$ cat src/rtl/be2_pkg.sv
// shared types and constants of the 2x2 binary erosion stream
// no dependencies; used by be2_res_fifo and binary_erosion_2x2_stream
`default_nettype none

package be2_pkg;

  // configuration register indexes
  localparam int unsigned CfgIdxW        = 1;
  localparam logic [CfgIdxW-1:0] RegFrameWidth  = 1'd0;
  localparam logic [CfgIdxW-1:0] RegFrameHeight = 1'd1;

  localparam int unsigned CfgW            = 10;
  localparam logic [CfgW-1:0] FrameWidthRst  = 10'd512;
  localparam logic [CfgW-1:0] FrameHeightRst = 10'd512;

  localparam int unsigned MaxWidthDefault = 512;
  localparam int unsigned SampleW         = 8;
  localparam int unsigned LevelW          = 8;
  localparam logic [LevelW-1:0] LevelHigh = 8'd255;
  localparam logic [LevelW-1:0] LevelLow  = 8'd0;

  // result queue depth, room for two pushes per transfer
  localparam int unsigned ResDepth = 4;

  typedef struct packed {
    logic hit;
    logic frame_end;
    logic run_last;
  } result_t;

  typedef struct packed {
    logic [1:0] num;
    result_t    first;
    result_t    second;
  } push_t;

endpackage

`default_nettype wire

$ cat src/rtl/be2_line_ram.sv
// one-bit line store of the previous row, synchronous read with registered read data
// write-to-read forwarding for the same entry; uses no package
`default_nettype none

module be2_line_ram #(
  parameter int unsigned Depth = 512,
  parameter int unsigned AddrW = 9
) (
  input  wire logic             clk_i,
  input  wire logic             we_i,
  input  wire logic [AddrW-1:0] waddr_i,
  input  wire logic             wdata_i,
  input  wire logic [AddrW-1:0] raddr_i,
  output logic                  rdata_o
);

  logic mem_q [Depth];
  logic rdata_q;

  always_ff @(posedge clk_i) begin
    if (we_i) begin
      mem_q[waddr_i] <= wdata_i;
    end
  end

  // forward the word written in the same cycle
  always_ff @(posedge clk_i) begin
    if (we_i && (waddr_i == raddr_i)) begin
      rdata_q <= wdata_i;
    end else begin
      rdata_q <= mem_q[raddr_i];
    end
  end

  assign rdata_o = rdata_q;

endmodule

`default_nettype wire

$ cat src/rtl/be2_res_fifo.sv
// result queue taking up to two results per cycle while room_o is high, giving one
// depends on be2_pkg for result_t, push_t and ResDepth
`default_nettype none

module be2_res_fifo (
  input  wire logic             clk_i,
  input  wire logic             rst_ni,
  input  wire be2_pkg::push_t   push_i,
  output logic                  room_o,
  output logic                  out_valid_o,
  input  wire logic             out_ready_i,
  output be2_pkg::result_t      out_data_o
);

  localparam int unsigned PtrW = $clog2(be2_pkg::ResDepth);
  localparam int unsigned CntW = PtrW + 1;

  be2_pkg::result_t entry_q [be2_pkg::ResDepth];
  logic [PtrW-1:0] head_q, head_d;
  logic [CntW-1:0] count_q, count_d;
  logic [PtrW-1:0] tail, tail_nx;
  logic            pop;

  assign pop     = out_valid_o && out_ready_i;
  assign tail    = head_q + count_q[PtrW-1:0];
  assign tail_nx = tail + PtrW'(1);

  always_comb begin
    head_d  = pop ? head_q + PtrW'(1) : head_q;
    count_d = count_q + CntW'(push_i.num) - CntW'(pop);
  end

  always_ff @(posedge clk_i) begin
    if (push_i.num != 2'd0) begin
      entry_q[tail] <= push_i.first;
    end
    if (push_i.num == 2'd2) begin
      entry_q[tail_nx] <= push_i.second;
    end
  end

  always_ff @(posedge clk_i or negedge rst_ni) begin
    if (!rst_ni) begin
      head_q  <= '0;
      count_q <= '0;
    end else begin
      head_q  <= head_d;
      count_q <= count_d;
    end
  end

  assign room_o      = count_q <= CntW'(be2_pkg::ResDepth - 2);
  assign out_valid_o = count_q != '0;
  assign out_data_o  = entry_q[head_q];

  a_no_overflow: assert property (@(posedge clk_i) disable iff (!rst_ni)
    count_q <= CntW'(be2_pkg::ResDepth))
    else $error("result queue overflow");

  a_push_needs_room: assert property (@(posedge clk_i) disable iff (!rst_ni)
    (push_i.num != 2'd0) |-> (count_q <= CntW'(be2_pkg::ResDepth - 2)))
    else $error("push into a full result queue");

endmodule

`default_nettype wire

$ cat src/rtl/binary_erosion_2x2_stream.sv
// top level of the 2x2 binary erosion stream: raster counters, window bits, config
// depends on be2_pkg, be2_line_ram and be2_res_fifo
// a result is written into the result queue on the transfer of the input that causes it
// throughput: one pixel per cycle while the result queue has room; a last-column pixel
//   can cause two results that drain through a four-entry result queue
// the line store is read ahead at the next column, so no read bubble
// reset: counters and window bits clear, registers go to 512 x 512; line store not cleared
`default_nettype none

module binary_erosion_2x2_stream #(
  parameter int unsigned MaxWidth = be2_pkg::MaxWidthDefault
) (
  input  wire logic                       clk_i,
  input  wire logic                       rst_ni,
  // configuration write channel
  input  wire logic                       cfg_valid_i,
  output logic                            cfg_ready_o,
  input  wire logic [be2_pkg::CfgIdxW-1:0] cfg_index_i,
  input  wire logic [be2_pkg::CfgW-1:0]   cfg_data_i,
  // pixel input
  input  wire logic                       s_axis_tvalid,
  output logic                            s_axis_tready,
  input  wire logic [7:0]                 s_axis_tdata,  // [7:0] red_sample
  // result output
  output logic                            m_axis_tvalid,
  input  wire logic                       m_axis_tready,
  output logic [7:0]                      m_axis_tdata,  // [7:0] level
  output logic                            m_axis_tuser,  // [0] frame_end
  output logic                            m_axis_tlast   // run_last
);

  localparam int unsigned ColW = $clog2(MaxWidth);
  localparam int unsigned RowW = be2_pkg::CfgW;
  // compare width wide enough for column + 1 and for the width register
  localparam int unsigned CmpW = (((ColW + 1) > be2_pkg::CfgW) ? (ColW + 1) : be2_pkg::CfgW) + 1;

  // configuration registers
  logic [be2_pkg::CfgW-1:0] width_q, height_q;

  // raster position and the two left-hand window bits
  logic [ColW-1:0] col_q, col_d;
  logic [RowW-1:0] row_q, row_d;
  logic            left_q, left_d;
  logic            above_left_q, above_left_d;

  logic            accept;
  logic            room;
  logic            above;       // line store bit for the current column
  logic            cur_bit;
  logic            last_col;
  logic            flush_row;
  logic [CmpW-1:0] width_eff, width_ext, col_inc;
  logic [RowW-1:0] height_eff;

  be2_pkg::push_t   push;
  be2_pkg::result_t res0, res1, head;
  logic             emit0, emit1;

  // config channel is always free: writes must land only while the block is idle; not enforced here
  assign cfg_ready_o = 1'b1;

  always_ff @(posedge clk_i or negedge rst_ni) begin
    if (!rst_ni) begin
      width_q  <= be2_pkg::FrameWidthRst;
      height_q <= be2_pkg::FrameHeightRst;
    end else if (cfg_valid_i) begin
      case (cfg_index_i)
        be2_pkg::RegFrameWidth:  width_q  <= cfg_data_i;
        be2_pkg::RegFrameHeight: height_q <= cfg_data_i;
        default: ;
      endcase
    end
  end

  // width of zero acts as one, above the line store depth acts as the depth; height of zero acts as one
  always_comb begin
    width_ext = CmpW'(width_q);
    if (width_q == '0) begin
      width_eff = CmpW'(1);
    end else if (width_ext > CmpW'(MaxWidth)) begin
      width_eff = CmpW'(MaxWidth);
    end else begin
      width_eff = width_ext;
    end
    height_eff = (height_q == '0) ? RowW'(1) : height_q;
  end

  assign accept    = s_axis_tvalid && s_axis_tready;
  assign s_axis_tready = room;

  assign col_inc   = CmpW'(col_q) + CmpW'(1);
  assign last_col  = col_inc >= width_eff;
  assign flush_row = row_q >= height_eff;
  // samples of the flush row count as zero
  assign cur_bit   = (s_axis_tdata != '0) && !flush_row;

  // result for the pixel up and to the left of the current one
  assign emit0 = accept && (row_q != '0) && (col_q != '0);
  // the last column of the row above is outside the window, always zero
  assign emit1 = accept && (row_q != '0) && last_col;

  always_comb begin
    res0.hit       = above_left_q & above & left_q & cur_bit;
    res0.frame_end = 1'b0;
    res0.run_last  = !last_col;
    res1.hit       = 1'b0;
    res1.frame_end = flush_row;
    res1.run_last  = 1'b1;
    push.num       = 2'(emit0) + 2'(emit1);
    push.first     = emit0 ? res0 : res1;
    push.second    = res1;
  end

  // raster counters and window bits
  always_comb begin
    col_d        = col_q;
    row_d        = row_q;
    left_d       = left_q;
    above_left_d = above_left_q;
    if (accept) begin
      if (last_col) begin
        col_d        = '0;
        row_d        = flush_row ? '0 : row_q + RowW'(1);
        left_d       = 1'b0;
        above_left_d = 1'b0;
      end else begin
        col_d        = col_q + ColW'(1);
        left_d       = cur_bit;
        above_left_d = above;
      end
    end
  end

  always_ff @(posedge clk_i or negedge rst_ni) begin
    if (!rst_ni) begin
      col_q        <= '0;
      row_q        <= '0;
      left_q       <= 1'b0;
      above_left_q <= 1'b0;
    end else begin
      col_q        <= col_d;
      row_q        <= row_d;
      left_q       <= left_d;
      above_left_q <= above_left_d;
    end
  end

  // read ahead at the next column, write back the current bit
  be2_line_ram #(
    .Depth (MaxWidth),
    .AddrW (ColW)
  ) u_line_ram (
    .clk_i   (clk_i),
    .we_i    (accept),
    .waddr_i (col_q),
    .wdata_i (cur_bit),
    .raddr_i (col_d),
    .rdata_o (above)
  );

  be2_res_fifo u_res_fifo (
    .clk_i       (clk_i),
    .rst_ni      (rst_ni),
    .push_i      (push),
    .room_o      (room),
    .out_valid_o (m_axis_tvalid),
    .out_ready_i (m_axis_tready),
    .out_data_o  (head)
  );

  assign m_axis_tdata = head.hit ? be2_pkg::LevelHigh : be2_pkg::LevelLow;
  assign m_axis_tuser = head.frame_end;
  assign m_axis_tlast = head.run_last;

  // column position never runs past the line store
  a_col_in_range: assert property (@(posedge clk_i) disable iff (!rst_ni)
    32'(col_q) < MaxWidth)
    else $error("column counter beyond line store");

  // frame end only ever comes on the last result of a transfer
  a_frame_end_last: assert property (@(posedge clk_i) disable iff (!rst_ni)
    (m_axis_tvalid && m_axis_tuser) |-> m_axis_tlast)
    else $error("frame end without run last");

  // the frame end result restarts the raster position
  a_frame_restart: assert property (@(posedge clk_i) disable iff (!rst_ni)
    (emit1 && flush_row) |=> ((row_q == '0) && (col_q == '0)))
    else $error("counters not cleared after frame end");

endmodule

`default_nettype wire
$ cat config.mk
export PLATFORM = sky130hd
export DESIGN_NAME = binary_erosion_2x2_stream
export DESIGN_NICKNAME = d
export VERILOG_FILES = /design/src/rtl/be2_pkg.sv /design/src/rtl/be2_line_ram.sv /design/src/rtl/be2_res_fifo.sv /design/src/rtl/binary_erosion_2x2_stream.sv
export SDC_FILE = /design/constraint.sdc
export NUM_CORES = 1
export LEC_CHECK = 0
export BUFFER_PORTS_ARGS = -buffer_cell sky130_fd_sc_hd__buf_2
export CAP_MARGIN = 0
export CORE_AREA = 2 2 205 207
export CTS_CLUSTER_SIZE = 10
export DETAILED_ROUTE_END_ITERATION = 7
export DIE_AREA = 0 0 207 209
export PLACE_DENSITY = 0.81
export SETUP_SLACK_MARGIN = 0.02
export SYNTH_ARGS = -nofsm -noshare
export SYNTH_HDL_FRONTEND = slang
export SYNTH_HIERARCHICAL = 1
export SYNTH_SLANG_ARGS = --single-unit
$ cat constraint.sdc
create_clock -name clk_i -period 25.5 [get_ports clk_i]
set_input_delay 1.275 -clock clk_i [delete_from_list [all_inputs] [get_ports clk_i]]
set_output_delay 1.275 -clock clk_i [all_outputs]
set_load 0.05 [all_outputs]
== Yosys cells after proc, flatten, opt, wreduce, memory -nomap -nowiden ==
Memories as Yosys holds them, arrays and structs flattened. A register that Yosys moved wholly into a read port is not among the register bits.
Cells that the tools add are included.

* Bits in read-only memories: 0
* Bits in writable memories: 524
* Register bits after elaboration: 46
* Memories: 2
* Bits of input ports: 24
* Bits in latches: 0
* Output and inout port bits: 13

{| class="wikitable"
|+ Memories
! memory !! words !! width !! rd ports !! clocked after Yosys merged registers in !! write ports !! RTL line !! source
|-
| u_line_ram.mem_q || 512 || 1 || 1 || 1 || 1 || be2_line_ram.sv:17 || <nowiki>logic mem_q [Depth];</nowiki>
|-
| u_res_fifo.entry_q || 4 || 3 || 1 || 0 || 2 || be2_res_fifo.sv:18 || <nowiki>be2_pkg::result_t entry_q [be2_pkg::ResDepth];</nowiki>
|}

* Muxes and demuxes: 16
* $mul: 0
* Bitwise operators: 4
* Magnitude comparators: 4
* Div/mod/pow operators: 0
* Equality and inequality tests: 1
* Reductions and logical operators: 18
* Add/subtract/negate cells: 9
* Shift operators: 0

{| class="wikitable"
|+ Operators with widths
! cell !! number
|-
| $mux 10 || 4
|-
| $logic_not 10->1 || 2
|-
| $mux 9 || 2
|-
| $ge 10x11->1 || 1
|-
| $add 10x1->10 const B || 1
|-
| $add 9x1->10 const B || 1
|-
| $ge 10x10->1 || 1
|-
| $gt 10x10->1 const B || 1
|-
| $reduce_bool 10->1 || 1
|-
| $add 9x1->9 const B || 1
|-
| $reduce_bool 9->1 || 1
|-
| $mux 1 || 8
|-
| $mux 8 || 1
|-
| $reduce_bool 8->1 || 1
|-
| $logic_and 1x1->1 || 6
|-
| $reduce_and 2->1 || 3
|-
| $add 2x1->2 const B || 2
|-
| $add 3x2->3 || 1
|-
| $and 1x1->1 || 3
|-
| $le 3x2->1 const B || 1
|-
| $mux 3 || 1
|-
| $reduce_bool 3->1 || 1
|-
| $sub 3x1->3 || 1
|-
| $add 1x1->2 || 1
|-
| other kinds (5) || 6
|}

== Logic depth before layout (Yosys ltp) ==
* Depth in word-level cells: 9
* Mapped depth: 18
* Depth with buffers taken out: 17

== Hierarchy ==
Netlist, hierarchy kept.

{| class="wikitable"
|+ Modules (own cells, without submodules)
! module !! cells each !! times used !! area an instance (µm²)
|-
| be2_line_ram || 1623 || 1 || 22769.3
|-
| binary_erosion_2x2_stream || 273 || 1 || 2660.1
|-
| be2_res_fifo || 68 || 1 || 1009.7
|}

== Worst setup path before layout ==
No wires, ideal clock.

* Path type: register to register
* Start point: reg height_q[9] in the netlist's numbering
* End point: mem u_line_ram.mem_q[0], data pin
* Stages on the path, launching flop included: 11
* Setup slack: 16.576 ns
* Library setup time: 1.350 ns
* Arrival time: 7.575 ns
* Cells stage by stage: dfstp_2 > nor4_1 > a41o_1 > ha_1 > nand2b_1 > a31oi_1 > o21ai_1 > a211o_2 > buf_6 > a21o_1 > inv_1

* Word-level cells in the longest chain between the ends: 5

{| class="wikitable"
|+ RTL lines
! what !! RTL line !! source
|-
| start: declaration || binary_erosion_2x2_stream.sv:38 || <nowiki>logic [be2_pkg::CfgW-1:0] width_q, height_q;</nowiki>
|-
| start signal: assignment || binary_erosion_2x2_stream.sv:65 || <nowiki>height_q <= be2_pkg::FrameHeightRst;</nowiki>
|-
| start signal: assignment || binary_erosion_2x2_stream.sv:69 || <nowiki>be2_pkg::RegFrameHeight: height_q <= cfg_data_i;</nowiki>
|-
| $logic_not 10->1 || binary_erosion_2x2_stream.sv:85 || <nowiki>height_eff = (height_q == '0) ? RowW'(1) : height_q;</nowiki>
|-
| $mux 10 (*) || binary_erosion_2x2_stream.sv:85 ||
|-
| $ge 10x10->1 (*) || binary_erosion_2x2_stream.sv:93 || <nowiki>assign flush_row = row_q >= height_eff;</nowiki>
|-
| via flush_row || binary_erosion_2x2_stream.sv:51 || <nowiki>logic flush_row;</nowiki>
|-
| $logic_not 1->1 (*) || binary_erosion_2x2_stream.sv:95 || <nowiki>assign cur_bit = (s_axis_tdata != '0) && !flush_row;</nowiki>
|-
| $logic_and 1x1->1 (*) || binary_erosion_2x2_stream.sv:95 ||
|-
| via cur_bit || binary_erosion_2x2_stream.sv:49 || <nowiki>logic cur_bit;</nowiki>
|-
| end: declaration || be2_line_ram.sv:17 ||
|}

The timed path passes the listed nets; every way through them passes the cells marked *.

== Final worst setup path ==
* Start point: reg height_q[6] in the netlist's numbering
* End point: mem u_line_ram.mem_q[14], data pin

* Word-level cells in the longest chain between the ends: 5

{| class="wikitable"
|+ RTL lines
! what !! RTL line
|-
| $logic_not 10->1 || binary_erosion_2x2_stream.sv:85
|-
| $mux 10 (*) || binary_erosion_2x2_stream.sv:85
|-
| $ge 10x10->1 (*) || binary_erosion_2x2_stream.sv:93
|-
| $logic_not 1->1 (*) || binary_erosion_2x2_stream.sv:95
|-
| $logic_and 1x1->1 (*) || binary_erosion_2x2_stream.sv:95
|-
| via cur_bit || binary_erosion_2x2_stream.sv:49
|}

Marked as above.

==> summary.md <==
| Metric | Value |
|---|---|
| Status | `finished clean` |
| Total setup buffers inserted after CTS | `0` |
| Max clock buf depth | `3` |
| Clk_skew | `0.0228 ns` |
| Leak Pwr | `9.30 nW` |
| Worst hold path endpoint | `left_q$_DFFE_PN0P_` |
| GRT Total Usage | `0.284` |
| Syn Std Cell Area | `between 20000 and 30000 um^2` |
| R2R cell count | `11` |
| Post-synth EDFFs | `524` |
| Reg area | `17100 um^2` |
| Vias/cell | `roughly 6.7` |
| Sequential cell area fraction in the yosys report | `0.646` |
| Worst EP required | `25.72 ns` |
| Final core occ | `0.691` |
| Layout cells sized above 1 | `0.128` |
| PostCTS Resize Cnt | `0` |
| Final Cell Area | `28500 um^2` |
| Die span in x | `207 um` |
| Tightest Pin Transition | `between 1 and 1.5 ns` |
| Worst r2r src | `height_q[6]$_DFFE_PN0P_` |
| Die H | `209 um` |
| CP Max Fanout | `175` |
| Antenna violations before repair | `1` |
| RSZ-0062 raised after global routing | `false` |
| Avg Synthesized Cell Area | `13.5 um^2` |
| FF+latch count, synth | `579` |
| Iter 0 DRT Violations | `2023` |
| Total wire length | `61600 um` |
| Post-DP Area | `26600 um^2` |
| Fin crit period | `5.08 ns` |
| Diode count | `0` |
| Root Buffer | `clkbuf_16` |
| Fin crit share | `0.199` |
| Asr flop ratio synth | `0.0794` |
| Count of different cell masters after synthesis | `80` |
| Most common cell after layout, fill and taps aside | `nor2_1` |
| Setup_tns | `0 ns` |
| Htree depth | `3` |
| Top-area cell type share of the netlist area | `0.595` |
| Max Cap Viol | `0` |
| Net count, final | `approximately 2000` |
| Largest cells by area after synthesis | `edfxtp_1, nor2_1, mux4_2` |
| Reg clk slew, reported paths | `0.05 ns` |
| Pwr Total | `2.66 mW` |
| First-pass GRT wire length | `around 94000 um` |
| FMAX | `0.197 GHz` |
| Total CTS buffers | `68` |
| Type of the worst setup path | `register to register` |
| Post-DRT Antenna Nets | `0` |
| Pins over their slew limit | `0` |
| Main synth FF type | `edfxtp_1` |
| Hold Vio Cnt, Final | `0` |
| Crit end category | `register` |
| Worst skew pair latency | `0.58 ns` |
| Area Overhead vs Synth | `7.92%` |
| Post-DP HPWL | `between 30000 and 40000 um` |
| Max_slew headroom | `0.218` |
| Worst Hold Launch | `left_q$_DFFE_PN0P_` |
| Routability cong. | `about 0.83` |
| I/O Buffers | `35` |
| CTS tree | `yes` |
| # clock sinks | `around 580` |
| Placed insts | `2418` |
| Fin cells | `roughly 2500` |
| Post-synthesis instance total | `1964` |
| Peak VDD IR | `0.0000705 V` |
| Pwr per Cell Area | `93.1 nW/um^2` |
| Warnings from Yosys | `6` |
| Largest net degree at the start of global routing | `176` |
| Core area | `41300 um^2` |
| DR DRC count | `0` |
| Hold Path Class | `register to register` |
| Drt pass-1 iters | `6` |
| Remaining Overflow, GRT | `0` |
| Top cell type by total area after synthesis | `edfxtp_1` |
| Die area | `43300 um^2` |
| Post-cts hold buffer count | `0` |
| I/O pin count | `37` |
| Final setup fails | `0` |
| Wire per inst | `24.6 um` |
| Multi-input logic area | `roughly 8400 um^2` |
| Starting Density | `0.640` |
| Most frequent cells in the layout | `nor2_1, edfxtp_1, mux2i_1` |
| Fill count | `between 2000 and 3000` |
| Vias in the first global route | `16656` |
| Startpoint types | `register` |
| Critical R2R Capture | `u_line_ram/mem_q[14]$_DFFE_PP_` |
| Hold path depth | `2` |
| Vias | `16704` |
| Rows | `75` |
| CP arrival | `5.31 ns` |
| R2R setup slack | `20.42 ns` |
[worst max-delay path by stage]
stage,from,endpoint,depth (start not counted)
finish,height_q[6]$_DFFE_PN0P_,u_line_ram/mem_q[14]$_DFFE_PP_,11
global route,height_q[6]$_DFFE_PN0P_,u_line_ram/mem_q[151]$_DFFE_PP_,11
CTS,height_q[6]$_DFFE_PN0P_,u_line_ram/mem_q[151]$_DFFE_PP_,11
detailed placement,height_q[6]$_DFFE_PN0P_,u_line_ram/mem_q[167]$_DFFE_PP_,11
global placement,register,u_res_fifo/entry_q[1][2]$_DFFE_PP_,11
floorplan,height_q[9]$_DFFE_PN1P_,u_line_ram/mem_q[0]$_DFFE_PP_,10
[state kept, by name, indices dropped and copies added (netlist names), named ones only]
name and cells:
above_left_q 1, u_line_ram/mem_q 512, row_q 10, u_res_fifo/head_q 2
left_q 1, col_q 9, u_res_fifo/count_q 3, width_q 10
height_q 10, u_res_fifo/entry_q 12
[synthesized netlist by cell type, types with 7 or more instances]
cell	number
dfxtp_1	9
mux2i_1	116
mux2_2	20
o221ai_1	54
nand2_1	92
mux4_1	21
and3_1	10
buf_12	8
nor2_1	546
mux2_1	9
buf_4	8
o22ai_1	27
nor2b_1	14
nor3_1	7
buf_1	14
buf_2	21
nand3_1	17
inv_1	27
clkbuf_1	84
ha_1	29
o21ai_0	26
a22o_2	8
a21oi_1	43
mux4_2	54
buf_6	11
o211ai_1	7
dfrtp_1	44
nor4_1	11
edfxtp_1	524
[routing by layer]
layer,GRT usage,wire (um)
met4,0.127,2570
met2,0.468,29900
met3,0.0577,6890
met1,0.371,22300
met5,0,8
[layout make-up]
class / instances / area share
well taps: 539 / 0.0236
flip-flops and latches: 579 / 0.598
repair buffers: 63 / 0.0139
inverters: 30 / 0.00421
multi-input cells: 1207 / 0.294
clock buffers: 85 / 0.0656
clock inverters: 2 / 0.000395
[critical path: stages (launching register included)]
cell and delay (ns):
dfrtp_1 0.38, nor4_1 0.32, a41o_1 0.22, ha_1 0.22
nand2b_1 0.13, a31oi_1 0.18, o21ai_1 0.09, a211o_2 0.47
a21o_1 0.29, inv_8 0.56, buf_4 0.82, buf_4 0.89
[cells by family (layout without fill, tap and decap cells)]
| kind of cell | after synthesis | count (layout) | synth area share |
|---|---|---|---|
| compound gates | 205 | 205 | 0.0569 |
| xor+xnor | 13 | 13 | 0.00549 |
| fa+ha+maj | 30 | 30 | 0.0145 |
| buf+inv | 185 | 180 | 0.0394 |
| flops | 579 | 579 | 0.646 |
| mux | 224 | 224 | 0.125 |
| other cells | 2 | 9 | 0.000284 |
| simple gates | 726 | 726 | 0.112 |
[per-stage QoR]
| step | hold WS [ns] | setup slack [ns] |
|---|---|---|
| after global routing | 0.525 | 19.99 |
| after floorplan | 0.450 | 16.58 |
| after CTS | 0.501 | 20.42 |
| after global placement | 0.468 | 20.64 |
| final | 0.497 | 20.42 |
| after detailed placement | 0.489 | 20.49 |
[where the power goes]
group,total (mW),leakage [nW],switching (mW),internal [mW]
logic,0.703,2.98,0.430,0.272
registers,1.10,5.41,0.0520,1.05
clock network,0.852,0.915,0.345,0.507
total,2.66,9.30,0.827,1.83
No activity file was read; power rests on OpenSTA's default activity.
